**src/design/tlrb_pkg.sv**
```systemverilog
// ----------------------------------------------------------------------------
// tlrb_pkg
// Shared types, codes and character constants for the timestamped log ring.
// ----------------------------------------------------------------------------
`default_nettype none

package tlrb_pkg;

    typedef enum logic [1:0] {
        KIND_LOG  = 2'd0,
        KIND_TAIL = 2'd1,
        KIND_READ = 2'd2,
        KIND_NONE = 2'd3
    } kind_t;

    localparam logic [7:0] CHAR_CR    = 8'h0D;
    localparam logic [7:0] CHAR_LF    = 8'h0A;
    localparam logic [7:0] CHAR_ZERO  = 8'h30;
    localparam logic [7:0] CHAR_OPEN  = 8'h5B;
    localparam logic [7:0] CHAR_CLOSE = 8'h5D;
    localparam logic [7:0] CHAR_COLON = 8'h3A;
    localparam logic [7:0] CHAR_SPACE = 8'h20;
    localparam logic [7:0] CHAR_NUL   = 8'h00;

    // Write slot of the logged byte itself, after the eleven stamp characters
    localparam logic [3:0] SLOT_BYTE = 4'd11;

    typedef struct packed {
        logic [3:0] h1;
        logic [3:0] h0;
        logic [3:0] m1;
        logic [3:0] m0;
        logic [3:0] s1;
        logic [3:0] s0;
    } stamp_digits_t;

    function automatic logic [7:0] digit_char(input logic [3:0] d);
        digit_char = CHAR_ZERO | {4'h0, d};
    endfunction

    // Character for one write slot of a stamped line: "[HH:MM:SS] " then the byte
    function automatic logic [7:0] slot_char(input logic [3:0] slot,
                                             input stamp_digits_t dg,
                                             input logic [7:0] data);
        logic [7:0] c;
        c = data;
        unique case (slot)
            4'd0:    c = CHAR_OPEN;
            4'd1:    c = digit_char(dg.h1);
            4'd2:    c = digit_char(dg.h0);
            4'd3:    c = CHAR_COLON;
            4'd4:    c = digit_char(dg.m1);
            4'd5:    c = digit_char(dg.m0);
            4'd6:    c = CHAR_COLON;
            4'd7:    c = digit_char(dg.s1);
            4'd8:    c = digit_char(dg.s0);
            4'd9:    c = CHAR_CLOSE;
            4'd10:   c = CHAR_SPACE;
            default: c = data;
        endcase
        slot_char = c;
    endfunction

endpackage

`default_nettype wire

```
**src/design/tlrb_stamp.sv**
```systemverilog
// ----------------------------------------------------------------------------
// tlrb_stamp
// Pipelined unit that splits uptime seconds into HH:MM:SS decimal digits.
// ----------------------------------------------------------------------------
`default_nettype none

module tlrb_stamp (
    input  wire logic                    clk,
    input  wire logic                    rst_n,
    input  wire logic                    start,
    input  wire logic [22:0]             secs,
    output logic                         done,
    output tlrb_pkg::stamp_digits_t      digits
);

    // floor(x/60) = (x * RECIP_60) >> 29 for x below 2^23
    localparam logic [23:0] RECIP_60  = 24'd8947849;
    // floor(x/100) = (x * RECIP_100) >> 19 for x below 2^13
    localparam logic [12:0] RECIP_100 = 13'd5243;
    // floor(x/10) = (x * RECIP_10) >> 10 for x below 100
    localparam logic [6:0]  RECIP_10  = 7'd103;

    logic [4:0]  valid_reg;
    logic [22:0] secs_reg;
    logic [17:0] q1_reg;
    logic [12:0] q2_reg;
    logic [6:0]  q3_reg;
    logic [5:0]  ss_reg;
    logic [5:0]  ss_d_reg;
    logic [5:0]  mm_reg;
    logic [6:0]  hh_reg;
    tlrb_pkg::stamp_digits_t digits_reg;

    logic [46:0] prod1;
    logic [41:0] prod2;
    logic [25:0] prod3;
    logic [22:0] ss_full;
    logic [17:0] mm_full;
    logic [12:0] hh_full;

    function automatic logic [7:0] split_tens(input logic [6:0] x);
        logic [13:0] p;
        logic [3:0]  t;
        logic [6:0]  u;
        p = 14'(x) * 14'(RECIP_10);
        t = p[13:10];
        u = x - (7'(t) << 3) - (7'(t) << 1);
        split_tens = {t, u[3:0]};
    endfunction

    always_comb
    begin
        prod1   = 47'(secs_reg) * 47'(RECIP_60);
        prod2   = 42'(q1_reg) * 42'(RECIP_60);
        prod3   = 26'(q2_reg) * 26'(RECIP_100);
        ss_full = secs_reg - 23'((q1_reg << 6) - (q1_reg << 2));
        mm_full = q1_reg - 18'((18'(q2_reg) << 6) - (18'(q2_reg) << 2));
        hh_full = q2_reg - 13'((13'(q3_reg) << 6) + (13'(q3_reg) << 5)
                               + (13'(q3_reg) << 2));
    end

    always_ff @(posedge clk or negedge rst_n)
    begin
        if (!rst_n)
        begin
            valid_reg <= '0;
        end
        else
        begin
            valid_reg <= {valid_reg[3:0], start};
        end
    end

    always_ff @(posedge clk)
    begin
        if (start)
        begin
            secs_reg <= secs;
        end
        q1_reg   <= prod1[46:29];
        q2_reg   <= prod2[41:29];
        ss_reg   <= ss_full[5:0];
        q3_reg   <= prod3[25:19];
        mm_reg   <= mm_full[5:0];
        ss_d_reg <= ss_reg;
        hh_reg   <= hh_full[6:0];
        {digits_reg.h1, digits_reg.h0} <= split_tens(hh_reg);
        {digits_reg.m1, digits_reg.m0} <= split_tens({1'b0, mm_reg});
        {digits_reg.s1, digits_reg.s0} <= split_tens({1'b0, ss_d_reg});
    end

    assign done   = valid_reg[4];
    assign digits = digits_reg;

endmodule

`default_nettype wire

```
**config.mk**
```make
export PLATFORM = sky130hd
export DESIGN_NAME = tlrb_stamp
export DESIGN_NICKNAME = d
export VERILOG_FILES = /design/src/design/tlrb_pkg.sv /design/src/design/tlrb_stamp.sv
export SDC_FILE = /design/constraint.sdc
export NUM_CORES = 1
export LEC_CHECK = 0
export ABC_AREA = 1
export BUFFER_PORTS_ARGS = -buffer_cell sky130_fd_sc_hd__buf_4
export CAP_MARGIN = 20
export CORE_MARGIN = 2
export CORE_UTILIZATION = 55
export CTS_BUF_LIST = sky130_fd_sc_hd__clkbuf_4 sky130_fd_sc_hd__clkbuf_8
export CTS_CLUSTER_DIAMETER = 50
export DETAILED_ROUTE_END_ITERATION = 8
export PLACE_DENSITY = 0.82
export SLEW_MARGIN = 20
export SYNTH_ARGS = -nofsm -noshare
export SYNTH_HDL_FRONTEND = slang
export SYNTH_SLANG_ARGS = --single-unit
export TNS_END_PERCENT = 5
```
**constraint.sdc**
```tcl
create_clock -name clk -period 6 [get_ports clk]
set_input_delay 0.6 -clock clk [delete_from_list [all_inputs] [get_ports clk]]
set_output_delay 0.6 -clock clk [all_outputs]
set_load 0.005 [all_outputs]
```
==> reports/metrics.cfg, run 1 <==
[outcome]
status=finished, final reports clean

[global_routing]
antenna_found_initial=0
grt_max_degree=25
first_global_vias=15700
track_usage_pct=26.9
globalRouteOverflowTotal=0
grt_first_pass_wirelength_um=75800

[die]
start_util_pct=55.7
placement_rows=67
die-height_um=188
floorplan.die_area_sq_mm=0.0353
die-width_um=188
floorplan.io_pins=51
design.core.area_sq_mm=0.0334

[critical_path]
timing.critical_path.fanout_max=6
cp-start-kind=flop
worst-setup-path-type=flop to flop
data_required_critical_path_ns=6.32
timing.critical_path.arrival_ns=5.27
crit_path_end_kind=flop

[synthesis]
syn_area_per_cell_sq_um=8.08
yosys_warnings=0
synth_ff_type=dfxtp_1
synth_seq_area_share_pct=13.3
synth_area_leaders=ha_1 (30%), fa_1 (20%), inv_1 (11%)
ys_top_cells_by_count=inv_1 (539), ha_1 (451), nand2_1 (415)
synth_largest_area_cell=ha_1
post-synth-top-area-fraction_pct=30.3
number_of_flops_mapped_to_enable_cells_by_yosys=23
syn-instance-count=2305
post-synth-top-count-cell=inv_1
synthDistinctLibCells=45
synth-async-reset-ratio_pct=4.50
synth-seq-cells=111
summed_instance_area_of_the_synthesized_netlist_sq_mm=0.0186

[routing]
postRouteAntennaNets=0
totalWireLength_um=44800
avg_vias_per_cell=5.31
avgRoutedWirePerCell_um=15.9
drtPass1Iterations=5
vias=14900
drcViolationCount=0
detailedRoute.firstIterationViolations=784

[clocking]
tritoncts=built
clk_latency_ns=0.43
cts_num_sinks=111
clk_root_buffer_cell=clkbuf_8
post-cts-setup-buffers=0
htree_num_levels=3
clkTransAtPathRegs_ns=0.13
clock_path_buffers=2
cts_made_buffers=9

[timing]
timing_hold_violations_final=0
slew-limit-headroom_pct=53.6
period_minus_slack_ns=4.95
finalSetupTns_ns=0
setup_viol=0
share_of_the_clock_period_used_by_the_worst_path_after_layout_pct=82.4
rsz0062_at_grt=no
clock_skew_ns=0.0174
maxClockFrequency_mhz=202
worst_slew_pin_slew_ns=0.689
final-max-slew-violation-count=0

[placement]
gp_routability_congestion=1.05
numPortBuffers=48
detailed_place_hpwl_um=40300

[layout]
design.final.nets=3023
diode_count=0
post_route_cells_drive_above_1_share_pct=4.81
fillerInstances=2984
areaGrowthSynthToFinish_pct=6.05
largest_reg_flops=23

[flow_run]
max-cap-violations=0

[min_path]
min_path_type=primary input to flop

[placed cells by master, fill, tap and decap left out, types with 10 or more instances in the layout]
cell / n
nor2_1: 165
nor2_2: 13
a21oi_1: 111
o21bai_1: 16
inv_1: 539
xnor2_1: 23
xor2_1: 14
edfxtp_1: 23
o21ai_0: 55
ha_1: 451
nand2_1: 415
buf_4: 48
nor3_1: 14
nand4_1: 32
fa_1: 182
nand3_1: 79
clkbuf_8: 10
nand2_2: 14
o21a_1: 12
dfxtp_1: 83
[layout make-up]
class / count / area (sq um) / share of cell area (%)
Multi-Input combinational cell: 1647 / 14100 / 71.3
Clock inverter: 6 / 70.1 / 0.355
Timing Repair Buffer: 49 / 370 / 1.88
Inverter: 546 / 2050 / 10.4
Clock buffer: 10 / 138 / 0.697
Tap cell: 448 / 561 / 2.84
Sequential cell: 111 / 2480 / 12.5
[metal layers]
metal	GRT usage [%]	part of all wire [%]	vias to the layer above
met5	0	0	-
met4	8.36	2.6	0
met3	3.80	5.5	78
met2	45.5	47	343
met1	35.5	45	7125
li1	-	-	7403
[critical path, cell delays in order (launching register included)]
cell and delay, ns:
edfxtp_1 0.48, ha_1 0.35, inv_1 0.07, fa_1 0.44
fa_1 0.56, inv_1 0.11, fa_1 0.51, fa_1 0.43
ha_1 0.30, ha_1 0.45, a21oi_1 0.29, nand2_1 0.13
a21oi_1 0.23, nor2_1 0.09, nor2_1 0.15, nand3_1 0.11
nand2_1 0.07, nand2_1 0.06
[cells by family after synthesis]
| logic type | Yosys count | synth area share, % |
|---|---|---|
| AO/OA/AOI/OAI | 221 | 6.69 |
| XOR/XNOR | 37 | 1.74 |
| adder cells (fa/ha/maj) | 633 | 49.9 |
| buffers and inverters | 548 | 11.1 |
| flip-flops | 111 | 13.3 |
| other | 1 | 0.0201 |
| AND/OR/NAND/NOR | 754 | 17.3 |
[repair_timing]
item                      4_1_cts  5_1_grt
hold endpoints to repair        5        0
hold buffers                    1        0
gates resized for setup         0        0
[final timing paths]
path                         startpoint           end  slack, ns  cells after the start
min in group asynchronous         rst_n  valid_reg[0]       0.49                      2
max reg2reg                secs_reg[22]    q1_reg[15]       1.05                     17
max                        secs_reg[22]    q1_reg[15]       1.05                     17
max in group asynchronous         rst_n  valid_reg[2]       5.41                      2
min reg2reg                   ss_reg[2]   ss_d_reg[2]       0.34                      0
min                            secs[20]  secs_reg[20]       0.33                      1
[stage by stage]
step	setup WS, ns	instance area, sq um	utilization, %	instances	hold WS, ns
3_3_place_gp	1.24	19500	58.4	2800	0.310
5_1_grt	0.798	19700	59.0	2817	0.309
2_1_floorplan	1.63	18600	-	2306	0.304
3_5_place_dp	1.18	19500	58.4	2800	0.312
4_1_cts	1.12	19700	59.0	2817	0.297
6_report	1.05	19700	59.0	2817	0.330
Power of run 1 is left out: the tool's default activity adds up to more than one toggle a clock period on the data nets, which glitch-free logic cannot reach.
==> run 2: changes to the inputs <==
Settings changed: ABC_AREA 1 to 0.
Clock period 6 ns to 4.6 ns, I/O delays scaled along.
==> run 2 against run 1 <==
Effect of this change:
- critical path depth increased by 1
- critical endpoint is now q1_reg[17]
- the run now ends with setup timing left
- clock skew increased by 0.0071 ns
- via count decreased by 28%
- design area decreased by 8.0%
- die area decreased by 16%
- fmax decreased by 6.8%
- largest cell class unchanged
- register-to-register slack got worse by 1.8 ns
- count of clock-buffer cells in the layout unchanged
- hold slack got worse by 0.11 ns
- first-iteration DRC count decreased by 48%
==> reports/metrics.cfg, run 2 <==
[outcome]
status=complete, but fails checks
violated_checks=setup timing

[routing]
drcViolationCount=0
avg_vias_per_cell=5.12
totalWireLength_um=32500
postRouteAntennaNets=0
avgRoutedWirePerCell_um=15.5
detailedRoute.firstIterationViolations=410
vias=10700
drtPass1Iterations=5

[global_routing]
track_usage_pct=23.3
first_global_vias=11900
busiest_layer=met2
met3_usage_pct=3.23
grt_max_degree=25
use_met2_pct=43.3
grt_util_met1_pct=27.4
antenna_found_initial=0
globalRouteOverflowTotal=0
grt_first_pass_wirelength_um=54500

[synthesis]
ys_top_cells_by_count=ha_1 (451), inv_1 (400), fa_1 (182)
summed_instance_area_of_the_synthesized_netlist_sq_mm=0.0155
post-synth-top-area-fraction_pct=36.3
post-synth-top-count-cell=ha_1
synth-seq-cells=111
yosys_warnings=0
synth_seq_area_share_pct=15.9
syn_area_per_cell_sq_um=10.5
number_of_flops_mapped_to_enable_cells_by_yosys=23
synth-async-reset-ratio_pct=4.50
synth_area_leaders=ha_1 (36%), fa_1 (23%), dfxtp_1 (11%)
synthDistinctLibCells=54
syn-instance-count=1485
synth_largest_area_cell=ha_1
synth_ff_type=dfxtp_1

[clocking]
htree_num_levels=3
cts_num_sinks=111
clk_root_buffer_cell=clkbuf_8
tritoncts=built
clkTransAtPathRegs_ns=0.12
cts_made_buffers=9
clock_path_buffers=2
clk_latency_ns=0.42

[die]
die-height_um=172
placement_rows=61
design.core.area_sq_mm=0.0278
die-width_um=172
floorplan.die_area_sq_mm=0.0296
start_util_pct=56.0
floorplan.io_pins=51

[flow_run]
max-cap-violations=0

[critical_path]
timing.critical_path.fanout_max=4
cp-start-kind=flop
data_required_critical_path_ns=4.89
crit_path_end_kind=flop
timing.critical_path.arrival_ns=5.60
worst-setup-path-type=flop to flop

[layout]
areaGrowthSynthToFinish_pct=16.8
largest_reg_flops=23
register_area_sq_mm=0.00248
layout_commonest_cell=ha_1
diode_count=0
mostFrequentLayoutCells=ha_1 (440), inv_1 (394), buf_4 (215)
post_route_cells_drive_above_1_share_pct=17.5
design.final.nets=2370
fillerInstances=2014
multi_input_comb_area_sq_mm=0.0119

[timing]
rsz0062_at_grt=yes
timing_hold_violations_final=0
clock_skew_ns=0.0245
share_of_the_clock_period_used_by_the_worst_path_after_layout_pct=115
maxClockFrequency_mhz=188
period_minus_slack_ns=5.31
setup_viol=26
post-route-worst-setup-slack_ns=-0.709
hold_ws_ns=0.219
final-max-slew-violation-count=0

[placement]
dp_worst_setup_slack_ns=-0.767
gp_routability_congestion=0.923
detailed_place_hpwl_um=28500
numPortBuffers=48

[min_path]
min_path_type=primary input to flop

-- run 2: changes by cell type in the layout (fill, tap and decap cells not counted), moves of 37 or more --
cell / before / now
buf_4: 48 / 215
inv_1: 539 / 394
nand3_1: 79 / 12
o21ai_0: 55 / 18
nor2_1: 165 / 25
nand2_1: 415 / 23
a21oi_1: 111 / 38
-- run 2: final cells by class --
type,count,share of cell area (%)
multi-input combinational,973,65.3
sequential,111,13.6
timing repair buffer,216,8.94
inverter,400,8.27
tap,378,2.60
clock buffer,10,0.723
clock inverter,6,0.475
-- run 2: cells by family after synthesis --
logic type / share of synthesized area, %
AOI/OAI and AO/OA: 6.21
xor gates and xnor gates: 4.45
adders and majority gates: 59.7
buffers and inverters: 9.75
DFF: 15.9
other: 0.0241
and+or+nand+nor: 3.90
-- run 2: metal layers --
layer  vias to the layer above  share of wire, %
met5                         -                 0
li1                       5250                 -
met3                        76               3.2
met2                       197                52
met4                         0               2.9
met1                      5203                42
-- run 2: worst max-delay path, cell delays in order, from the launching register on --
cell and delay, ns:
edfxtp_1 0.50, ha_4 0.22, fa_1 0.51, inv_1 0.07
fa_1 0.57, fa_1 0.46, fa_1 0.55, inv_1 0.04
ha_1 0.28, ha_1 0.33, o21ai_0 0.09, o21ai_1 0.12
a21oi_2 0.19, a31oi_1 0.14, o41a_4 0.39, a31o_4 0.25
a31oi_4 0.21, a211oi_2 0.10, xor2_1 0.15
-- run 2: timing repair --
action	4_1_cts	5_1_grt
setup buffers	5	1
pin swaps	25	8
endpoints found under the setup margin	33	36
endpoints found under the hold margin	5	0
hold buffers	1	0
resized for setup	31	19
-- run 2: metrics by stage --
stage,util (%),area (sq um),instances,setup TNS [ns]
after floorplan,-,15700,1486,-3.57
after global placement,63.6,17700,2071,-8.06
after detailed placement,63.6,17700,2071,-11.24
after CTS,65.1,18100,2093,-7.55
after global routing,65.4,18200,2094,-14.25
final,65.4,18200,2094,-8.66
-- run 2: worst paths after layout --
kind / start / endpoint / slack, ns / cells after the start
worst max-delay path: secs_reg[22] / q1_reg[17] / -0.71 / 18
worst min-delay path: secs[10] / secs_reg[10] / 0.22 / 1
worst max register to register: secs_reg[22] / q1_reg[17] / -0.71 / 18
worst min register to register: ss_reg[0] / ss_d_reg[0] / 0.34 / 0
max in group asynchronous: rst_n / valid_reg[0] / 4.11 / 2
min in group asynchronous: rst_n / valid_reg[1] / 0.38 / 2
Power of run 2 is left out for the same reason.
